[config.mk]
export PLATFORM = sky130hd
export DESIGN_NAME = conveyor_soft_start_sorter
export DESIGN_NICKNAME = d
export VERILOG_FILES = /design/src/sv/css_pkg.sv /design/src/sv/css_cfg.sv /design/src/sv/css_ctrl.sv /design/src/sv/conveyor_soft_start_sorter.sv
export SDC_FILE = /design/constraint.sdc
export NUM_CORES = 1
export LEC_CHECK = 0
export ABC_CLOCK_PERIOD_IN_PS = 10400
export BUFFER_PORTS_ARGS = -buffer_cell sky130_fd_sc_hd__buf_2
export CAP_MARGIN = 10
export CORE_MARGIN = 8
export CORE_UTILIZATION = 45
export DETAILED_ROUTE_END_ITERATION = 8
export GPL_TIMING_DRIVEN = 0
export PLACE_DENSITY_LB_ADDON = 0.12
export RECOVER_POWER = 25
export SLEW_MARGIN = 20
export SYNTH_ARGS = -nofsm -noshare
export SYNTH_HDL_FRONTEND = slang
export SYNTH_HIERARCHICAL = 1
export SYNTH_SLANG_ARGS = --single-unit
[constraint.sdc]
create_clock -name clock -period 10.4 [get_ports clock]
set_input_delay 2.08 -clock clock [delete_from_list [all_inputs] [get_ports clock]]
set_output_delay 2.08 -clock clock [all_outputs]
set_load 0.005 [all_outputs]
[src/sv/css_pkg.sv]
package css_pkg;

   // Width of the saturating millisecond age counters.
   localparam int TIMER_BITS = 16;
   localparam int CFG_BITS   = 16;
   // Width in which an age is compared with a configured limit.
   localparam int CMP_BITS   = (TIMER_BITS > CFG_BITS) ? TIMER_BITS : CFG_BITS;

   localparam int CSR_INDEX_BITS = 3;
   localparam int CSR_DATA_BITS  = 16;

   // Register indexes of the configuration port.
   localparam logic [CSR_INDEX_BITS-1:0] CSR_DEBOUNCE = 3'd0;
   localparam logic [CSR_INDEX_BITS-1:0] CSR_RAMP     = 3'd1;
   localparam logic [CSR_INDEX_BITS-1:0] CSR_TOP      = 3'd2;
   localparam logic [CSR_INDEX_BITS-1:0] CSR_GREEN    = 3'd3;
   localparam logic [CSR_INDEX_BITS-1:0] CSR_RIPE     = 3'd4;

   // Reset values of the configuration registers.
   localparam logic [15:0] DEBOUNCE_RESET = 16'd50;
   localparam logic [15:0] RAMP_RESET     = 16'd10;
   localparam logic [7:0]  TOP_RESET      = 8'd255;
   localparam logic [7:0]  GREEN_RESET    = 8'd0;
   localparam logic [7:0]  RIPE_RESET     = 8'd60;

   // Command characters.
   localparam logic [7:0] CMD_NONE  = 8'h00;
   localparam logic [7:0] CMD_STOP  = 8'h45; // E
   localparam logic [7:0] CMD_START = 8'h49; // I
   localparam logic [7:0] CMD_BRAKE = 8'h46; // F
   localparam logic [7:0] CMD_RIPE  = 8'h4D; // M
   localparam logic [7:0] CMD_GREEN = 8'h56; // V

   typedef enum logic [1:0] {
      PH_WAIT  = 2'd0,
      PH_ACCEL = 2'd1,
      PH_OPER  = 2'd2,
      PH_BRAKE = 2'd3
   } phase_type;

   typedef enum logic [2:0] {
      EV_NONE  = 3'd0,
      EV_START = 3'd1,
      EV_BRAKE = 3'd2,
      EV_RIPE  = 3'd3,
      EV_GREEN = 3'd4
   } event_type;

   typedef struct packed {
      logic       emergency;
      logic       serial_valid;
      logic [7:0] serial_byte;
      logic       btn_start;
      logic       btn_brake;
      logic       btn_ripe;
      logic       btn_green;
   } req_type;

   typedef struct packed {
      logic [7:0] motor_duty;
      logic [7:0] servo_angle;
      logic [1:0] run_state;
      logic [2:0] button_event;
   } rsp_type;

   typedef struct packed {
      logic [15:0] debounce_ms;
      logic [15:0] ramp_interval_ms;
      logic [7:0]  top_speed;
      logic [7:0]  angle_green;
      logic [7:0]  angle_ripe;
   } cfg_type;

endpackage

[src/sv/css_cfg.sv]
module css_cfg
   import css_pkg::*;
(
   input  logic                      clock,
   input  logic                      reset,
   input  logic                      wr_en,
   input  logic [CSR_INDEX_BITS-1:0] wr_index,
   input  logic [CSR_DATA_BITS-1:0]  wr_data,
   output cfg_type                   cfg
);

   cfg_type cfg_ff;
   cfg_type cfg_in;

   always_comb begin
      cfg_in = cfg_ff;
      if (wr_en) begin
         case (wr_index)
            CSR_DEBOUNCE: cfg_in.debounce_ms      = wr_data;
            CSR_RAMP:     cfg_in.ramp_interval_ms = wr_data;
            CSR_TOP:      cfg_in.top_speed        = wr_data[7:0];
            CSR_GREEN:    cfg_in.angle_green      = wr_data[7:0];
            CSR_RIPE:     cfg_in.angle_ripe       = wr_data[7:0];
            default:      cfg_in = cfg_ff;
         endcase
      end
   end

   always_ff @(posedge clock) begin
      if (reset) begin
         cfg_ff.debounce_ms      <= DEBOUNCE_RESET;
         cfg_ff.ramp_interval_ms <= RAMP_RESET;
         cfg_ff.top_speed        <= TOP_RESET;
         cfg_ff.angle_green      <= GREEN_RESET;
         cfg_ff.angle_ripe       <= RIPE_RESET;
      end else begin
         cfg_ff <= cfg_in;
      end
   end

   assign cfg = cfg_ff;

endmodule

[src/sv/css_ctrl.sv]
module css_ctrl
   import css_pkg::*;
(
   input  logic    clock,
   input  logic    reset,
   input  logic    step,
   input  req_type req,
   input  cfg_type cfg,
   output rsp_type rsp_in
);

   phase_type             phase_ff, phase_in;
   logic [7:0]            speed_ff, speed_in;
   logic                  ripe_ff, ripe_in;
   logic [3:0]            prev_ff, prev_in;
   logic [TIMER_BITS-1:0] dage_ff, dage_in;
   logic [TIMER_BITS-1:0] rage_ff, rage_in;

   logic [TIMER_BITS-1:0] dage_sat, rage_sat;
   logic [3:0]            levels, falls;
   logic                  have_byte;
   logic [7:0]            cmd;
   event_type             event_code;

   always_comb begin
      dage_sat = (&dage_ff) ? dage_ff : dage_ff + 1'b1;
      rage_sat = (&rage_ff) ? rage_ff : rage_ff + 1'b1;
      levels   = {req.btn_green, req.btn_ripe, req.btn_brake, req.btn_start};
      falls    = prev_ff & ~levels;

      phase_in   = phase_ff;
      speed_in   = speed_ff;
      ripe_in    = ripe_ff;
      prev_in    = prev_ff;
      dage_in    = dage_sat;
      rage_in    = rage_sat;
      cmd        = CMD_NONE;
      event_code = EV_NONE;
      have_byte  = req.serial_valid && !req.emergency;

      if (req.emergency) begin
         phase_in = PH_WAIT;
         speed_in = '0;
         ripe_in  = 1'b0;
      end

      if (have_byte) begin
         cmd = req.serial_byte;
      end else begin
         if (CMP_BITS'(dage_sat) > CMP_BITS'(cfg.debounce_ms)) begin
            if (falls[0]) begin
               cmd = CMD_START; event_code = EV_START; dage_in = '0;
            end else if (falls[1]) begin
               cmd = CMD_BRAKE; event_code = EV_BRAKE; dage_in = '0;
            end else if (falls[2]) begin
               cmd = CMD_RIPE;  event_code = EV_RIPE;  dage_in = '0;
            end else if (falls[3]) begin
               cmd = CMD_GREEN; event_code = EV_GREEN; dage_in = '0;
            end
         end
         prev_in = levels;
      end

      if (cmd == CMD_STOP) begin
         phase_in = PH_WAIT;
         speed_in = '0;
         ripe_in  = 1'b0;
      end else if (phase_in == PH_WAIT && cmd == CMD_START) begin
         phase_in = PH_ACCEL;
      end else if (phase_in == PH_OPER && cmd == CMD_BRAKE) begin
         phase_in = PH_BRAKE;
      end else if (phase_in == PH_OPER) begin
         if (cmd == CMD_RIPE) begin
            ripe_in = 1'b1;
         end else if (cmd == CMD_GREEN) begin
            ripe_in = 1'b0;
         end
      end

      if (CMP_BITS'(rage_sat) > CMP_BITS'(cfg.ramp_interval_ms)) begin
         rage_in = '0;
         if (phase_in == PH_ACCEL) begin
            if (speed_in < cfg.top_speed) begin
               speed_in = speed_in + 8'd1;
            end else begin
               phase_in = PH_OPER;
            end
         end else if (phase_in == PH_BRAKE) begin
            if (speed_in != 8'd0) begin
               speed_in = speed_in - 8'd1;
            end else begin
               phase_in = PH_WAIT;
            end
         end
      end

      rsp_in.motor_duty   = speed_in;
      rsp_in.servo_angle  = ripe_in ? cfg.angle_ripe : cfg.angle_green;
      rsp_in.run_state    = phase_in;
      rsp_in.button_event = event_code;
   end

   always_ff @(posedge clock) begin
      if (reset) begin
         phase_ff <= PH_WAIT;
         speed_ff <= '0;
         ripe_ff  <= 1'b0;
         prev_ff  <= '1;
         dage_ff  <= '0;
         rage_ff  <= '0;
      end else if (step) begin
         phase_ff <= phase_in;
         speed_ff <= speed_in;
         ripe_ff  <= ripe_in;
         prev_ff  <= prev_in;
         dage_ff  <= dage_in;
         rage_ff  <= rage_in;
      end
   end

endmodule

[src/sv/conveyor_soft_start_sorter.sv]
// Channel   Direction  Handshake              Word
// req_      in         req_valid / req_ready  req_data: one millisecond tick
// rsp_      out        rsp_valid / rsp_ready  rsp_data: duty, angle, state, event
// csr_      in         csr_valid / csr_ready  csr_index, csr_data: register write
//
// One tick word is taken in every clock cycle while the result register is free
// or being emptied; its result word is shown in the cycle after it is taken. The
// controller state and the result register change together at the accepting edge.
// Reset is synchronous and active high; it restores the configuration and state
// registers to their documented values and empties the result register, and while
// it is high no word is taken on either input channel. A stalled result holds
// req_ready low, which stalls the tick stream; out of reset csr_ready is always high.
module conveyor_soft_start_sorter
   import css_pkg::*;
(
   input  logic                      clock,
   input  logic                      reset,
   input  logic                      req_valid,
   output logic                      req_ready,
   input  req_type                   req_data,
   output logic                      rsp_valid,
   input  logic                      rsp_ready,
   output rsp_type                   rsp_data,
   input  logic                      csr_valid,
   output logic                      csr_ready,
   input  logic [CSR_INDEX_BITS-1:0] csr_index,
   input  logic [CSR_DATA_BITS-1:0]  csr_data
);

   cfg_type cfg;
   rsp_type rsp_in;
   rsp_type rsp_data_ff;
   logic    rsp_valid_ff;
   logic    rsp_valid_in;
   logic    req_accept;

   // Configuration writes are taken whenever the block is out of reset; writes to
   // an unused index are dropped.
   assign csr_ready = !reset;

   css_cfg u_cfg (
      .clock    (clock),
      .reset    (reset),
      .wr_en    (csr_valid && csr_ready),
      .wr_index (csr_index),
      .wr_data  (csr_data),
      .cfg      (cfg)
   );

   // A new tick may enter whenever the result register is empty or is being
   // emptied in this same cycle, but never while reset is held.
   assign req_ready  = !reset && (!rsp_valid_ff || rsp_ready);
   assign req_accept = req_valid && req_ready;

   // The controller works out the whole tick in one pass and commits its
   // state on the accepting edge.
   css_ctrl u_ctrl (
      .clock  (clock),
      .reset  (reset),
      .step   (req_accept),
      .req    (req_data),
      .cfg    (cfg),
      .rsp_in (rsp_in)
   );

   always_comb begin
      rsp_valid_in = rsp_valid_ff;
      if (req_accept) begin
         rsp_valid_in = 1'b1;
      end else if (rsp_ready) begin
         rsp_valid_in = 1'b0;
      end
   end

   always_ff @(posedge clock) begin
      if (reset) begin
         rsp_valid_ff <= 1'b0;
      end else begin
         rsp_valid_ff <= rsp_valid_in;
      end
   end

   // The result payload needs no reset: it is only looked at while valid.
   always_ff @(posedge clock) begin
      if (req_accept) begin
         rsp_data_ff <= rsp_in;
      end
   end

   assign rsp_valid = rsp_valid_ff;
   assign rsp_data  = rsp_data_ff;

endmodule

==> results of run 1 <==
==> where the power goes <==
group	total, mW	leakage (nW)	switching (mW)	internal (mW)
clock	0.609	0.282	0.231	0.378
sequential	0.507	1.04	0.00526	0.502
combinational	0.0978	2.38	0.0628	0.0350
total	1.21	3.71	0.299	0.915
==> flip-flops by register name, summed over array words and instances (netlist names) <==
signal and count:
rsp_data 21, rsp_valid 1, u_cfg/cfg 56, u_ctrl/dage_ff 16, u_ctrl/phase_ff 2, u_ctrl/prev_ff 4
u_ctrl/rage_ff 16, u_ctrl/ripe_ff 1, u_ctrl/speed_ff 8
==> worst max-delay path by stage <==
stage	endpoint
global placement	rsp_data[18]
finish	rsp_data[18]
global route	rsp_data[18]
detailed placement	rsp_data[18]
floorplan	rsp_data[18]
CTS	rsp_data[18]
==> per-layer routing <==
layer	global-route usage	vias to the layer above
li1	-	3318
met1	0.257	3131
met2	0.321	187
met3	0.0464	41
met4	0.0816	0
met5	0	-
==> cells in the mapped netlist (all sizes together), types with 5 or more instances <==
library cell,n
a21o,10
a21oi,42
a22oi,22
a31oi,7
and2,5
and3,7
and4,5
buf,13
clkbuf,30
dfxtp,104
edfxtp,21
ha,44
inv,57
mux2,12
mux2i,59
nand2,74
nand2b,64
nand3,32
nand4,18
nor2,90
nor2b,12
nor3,17
nor4,9
o2111ai,5
o21a,8
o21ai,20
o41ai,5
xnor2,17
xor2,7
==> worst register-to-register path, delay by kind of cell, from the launching register on <==
kind	cells	cell delay [ns]
AOI/OAI and AO/OA	8	2.05
DFF	1	0.31
adders and majority gates	2	0.52
and+or+nand+nor	17	4.10
buffers and inverters	4	0.79
xor gates and xnor gates	1	0.13
==> cell families (layout without fill, tap and decap cells) <==
kind of cell / count (synthesis) / after routing
xor gates and xnor gates: 24 / 24
AOI/OAI and AO/OA: 162 / 162
and+or+nand+nor: 355 / 355
DFF: 125 / 125
buffers and inverters: 101 / 195
adders and majority gates: 44 / 44
muxes: 71 / 71
==> through the flow <==
step | instance area [um^2] | power [mW] | cells | hold slack (ns) | util
after floorplan | 7750 | 0.577 | 882 | 0.433 | -
after global placement | 8340 | 0.614 | 1168 | 0.444 | 0.489
after detailed placement | 8350 | 0.616 | 1169 | 0.448 | 0.490
after CTS | 8950 | 1.23 | 1201 | 0.462 | 0.525
after global routing | 8920 | 1.26 | 1201 | 0.477 | 0.523
final | 8920 | 1.21 | 1201 | 0.459 | 0.523
==> layout make-up <==
| type | instances | area, um^2 | share of cell area |
|---|---|---|---|
| Multi-Input combinational cell | 656 | 4620 | 0.518 |
| Sequential cell | 125 | 2710 | 0.304 |
| Clock buffer | 19 | 433 | 0.0485 |
| Timing Repair Buffer | 62 | 297 | 0.0332 |
| Tap cell | 225 | 282 | 0.0316 |
| Inverter | 58 | 218 | 0.0244 |
| Buffer | 43 | 198 | 0.0222 |
| Clock inverter | 13 | 165 | 0.0185 |
==> out/results.ini, run 1 <==
[routing]
top_layer_used=met4
wl_met3_um=1120
vias=6677
drt-met1-wl_um=10100
viasPerCell=5.56
routed_wl_um=21600
met2_length_um=9900
drtPass1Iterations=5
wire_per_inst_um=18.0
ant_nets=0
drc=0
drtIter0Drc=407

[placement]
port_buffers=61
hpwl_um=15900
gp_congestion=0.870
place_ws_ns=2.42

[power]
power_density_nw_per_um2=136
cellLeakagePower_nw=3.71
ir_worst_vdd_mv=0.121

[timing]
maxSlewHeadroom=-0.399
rsz0062_at_grt=no
hold_viol=0
setup_tns_ns=0
final.setup.worst_slack_ns=2.25
fin_crit_ns=8.15
drv_slew=13
fmax_mhz=123
finalSetupViolations=0
finalCritPeriodShare=0.784
skew_ns=0.00930
tightest_slew_ns=2.09

[synth]
synth-seq-cells=125
yosys-top-cells-area=dfxtp_1, edfxtp_1, mux2i_1
ys.flop_type=dfxtp_1
synthSimpleGateAreaFrac=0.245
synth-edff-count=21
synth_top_family_by_area=simple AND/OR/NAND/NOR gates
async_reset_ff_frac=0
yosys_warnings=6
syn_inst=882
synth_fa_ha_area_frac=0.0710
seq_area_frac_synth=0.350
synth-compound-area-share=0.160
netlist.area_leader.share=0.269
synth_cell_types=82
syn_area_um2=7750
avgSynthCellArea_um2=8.79
synthMuxAreaShare=0.0936
yosys.area_share.xor_xnor=0.0271
synth_top_area_cell=dfxtp_1
syn_nets=964

[hold_path]
hold_class=reg -> reg
min_from=u_ctrl/prev_ff[2]
min_to=u_ctrl/prev_ff[2]
holdPathStages=2

[setup_path]
cp.depth=32
cpLargestDelayFamily=simple AND/OR/NAND/NOR gates
cp.required_ns=10.56
startpoint_type=flop
crit_type=reg -> reg
cp_max_fo=10
cp.arrival_ns=8.32
setup.worst_path.end_class=flop
path_buf_inv=4
critical-path-max-stage-delay_ns=0.54
startpoint=u_ctrl/dage_ff[5]
slowest_stage=or4_1
timing.rr.start=u_ctrl/dage_ff[5]
regToRegEndpoint=rsp_data[18]
r2r_setup_slack_ns=2.25
r2r_cells=32

[floorplan]
core_area_um2=17100
io_pins=62
die_w_um=147
start_util=0.454
rows=48
die_area_um2=21700
fp.dieH_um=147

[layout]
final_net_count=1045
final_common_cell=dfxtp_1
area_growth_pct=15.1
layout_common_cells=dfxtp_1, nor2_1, nand2_1, nand2b_1, mux2i_1
insertedDiodeCount=0
final_layout_size_suffix_gt1_frac=0.134
fill_cells=1639

[clocking]
clk_latency_ns=0.42
cts_tree=yes
clockBufferDepth=2
cts_buffers=17
cts.hold.buffers_added=0
cts_max_level=4
cts_sinks=125
post_cts_resized=0
cts_root_buffer=clkbuf_16
cts.reportedPaths.clkPinSlew_ns=0.06
cts_setup_buffers=0

[global_routing]
grt_max_degree=17
antenna_found_initial=0
grt_first_pass_wirelength_um=34900
grt_use_total=0.201
gr-total-overflow=0
grt_pass1_vias=6563

[status]
violations=capacitance limit, slew limit
outcome=finished, violations left

[flow_run]
drv_cap=1

(Power assumes the default switching activity.)
==> run 2: changes to the inputs <==
Settings changed: ABC_CLOCK_PERIOD_IN_PS 10400 to 6840.
Clock period 10.4 ns to 6.84 ns, I/O delays scaled along.
==> run 2 against run 1 <==
  * The run still ends with capacitance limit, slew limit left
  * Largest power group unchanged
  * Worst hold slack about the same
  * Wire length up 2.6%
  * Largest cell class unchanged
  * Highest routed layer unchanged
  * Utilization up 2.8 points
  * First-iteration DRC count up 9.3%
  * Register-to-register slack worse by 2.0 ns
  * Critical path depth down 2
  * Via count up 2.9%
  * Maximum frequency up 23%
  * Non-clock buffer count up 33
  * Total power up 53%
==> out/results.ini, run 2 (synthesis results as in run 1) <==
[layout]
area_growth_pct=21.2
final_layout_size_suffix_gt1_frac=0.195
final_common_cell=dfxtp_1
final_net_count=1078
layout_common_cells=dfxtp_1, nor2_1, nand2_1, nand2b_1, mux2i_1
largest_reg_flops=56
insertedDiodeCount=0
stdcell_count=1234

[clocking]
cts_buffers=17
cts.hold.buffers_added=0
cts.reportedPaths.clkPinSlew_ns=0.06
cts_tree=yes
cts_max_level=4
clk_latency_ns=0.42
cts_sinks=125
cts_root_buffer=clkbuf_16
clockBufferDepth=2

[routing]
drtIter0Drc=445
drc=0
routed_wl_um=22200
drtPass1Iterations=4
viasPerCell=5.57
vias=6869
ant_nets=0
wire_per_inst_um=18.0

[setup_path]
startpoint_type=flop
setup.worst_path.end_class=flop
critical-path-max-stage-delay_ns=0.53
cp_max_fo=5
cp.required_ns=7.01
timing.rr.start=u_ctrl/dage_ff[5]
crit_type=reg -> reg
startpoint=u_ctrl/dage_ff[5]
cp.arrival_ns=6.79
slowest_stage=or4_1

[floorplan]
die_area_um2=21700
core_area_um2=17100
io_pins=62
fp.dieH_um=147
die_w_um=147
rows=48
start_util=0.454

[timing]
skew_ns=0.00843
tightest_slew_ns=2.05
drv_slew=13
fin_crit_ns=6.62
finalCritPeriodShare=0.967
whs_ns=0.459
hold_viol=0
maxSlewHeadroom=-0.367
finalSetupViolations=0
fmax_mhz=151

[global_routing]
grt_use_total=0.204
grt_pass1_vias=6656
gr-total-overflow=0
grt_max_degree=17
grt_first_pass_wirelength_um=35400
antenna_found_initial=0

[hold_path]
hold_class=reg -> reg
min_from=u_ctrl/prev_ff[2]

[placement]
dp.cells=1169
hpwl_um=15900
port_buffers=61
gp_congestion=0.870

[power]
ir_worst_vdd_mv=0.186
power_density_nw_per_um2=198
cellLeakagePower_nw=3.90

[flow_run]
drv_cap=1

[status]
outcome=finished, violations left
violations=capacitance limit, slew limit

[run 2: changes by cell type in the layout (fill, tap and decap cells not counted), sizes merged]
cell	previous run	this run
buf	59	92
[run 2: final cells by class]
cell class              count  area, um^2
inverters                  58         220
well taps                 225         282
repair buffers             95         539
clock inverters            13         165
clock buffers              19         433
multi-input cells         656        4830
fillers                  1580        7660
flip-flops and latches    125        2720
plain buffers              43         210
[run 2: stage by stage]
step / util / TNS [ns] / area (um^2) / power, mW / setup slack [ns]
final: 0.551 / 0 / 9390 / 1.86 / 0.224
after global routing: 0.551 / -0.0947 / 9390 / 1.93 / -0.0709
after CTS: 0.533 / 0 / 9100 / 1.87 / 0.00253
after detailed placement: 0.490 / -9.98 / 8350 / 0.936 / -1.14
after global placement: 0.489 / -10.65 / 8340 / 0.933 / -1.16
after floorplan: - / 0 / 7750 / 0.877 / 0.186
[run 2: worst paths after layout]
path | to | slack, ns | cells after the start
setup / recovery | rsp_data[18] | 0.22 | 30
hold / removal | u_ctrl/prev_ff[2] | 0.46 | 2
setup reg to reg | rsp_data[18] | 0.22 | 30
hold reg to reg | u_ctrl/prev_ff[2] | 0.46 | 2
[run 2: repair_timing]
action | CTS | global route
setup buffers | 9 | 22
resized for setup | 19 | 34
setup endpoints to repair | 20 | 12
pin swaps | 8 | 23
cloned | 0 | 2
[run 2: report_power, final]
part	total [mW]	leakage, nW	internal (mW)	switching, mW
sequential	0.771	1.05	0.763	0.00810
clock	0.929	0.282	0.575	0.354
combinational	0.157	2.58	0.0576	0.0997
total	1.86	3.90	1.40	0.462
[run 2: metal layers]
layer | track usage | share of wire | vias up
met5 | 0 | 0 | -
met4 | 0.0816 | 0.019 | 0
met3 | 0.0440 | 0.049 | 42
met2 | 0.328 | 0.47 | 187
met1 | 0.260 | 0.46 | 3258
li1 | - | - | 3382
[run 2: critical path: cells and delay by family, from the launching register on]
family	cells	cell delay (ns)
compound gates	8	2.14
buf+inv	3	0.41
fa+ha+maj	2	0.52
xor+xnor	1	0.12
flops	1	0.33
simple gates	16	2.86
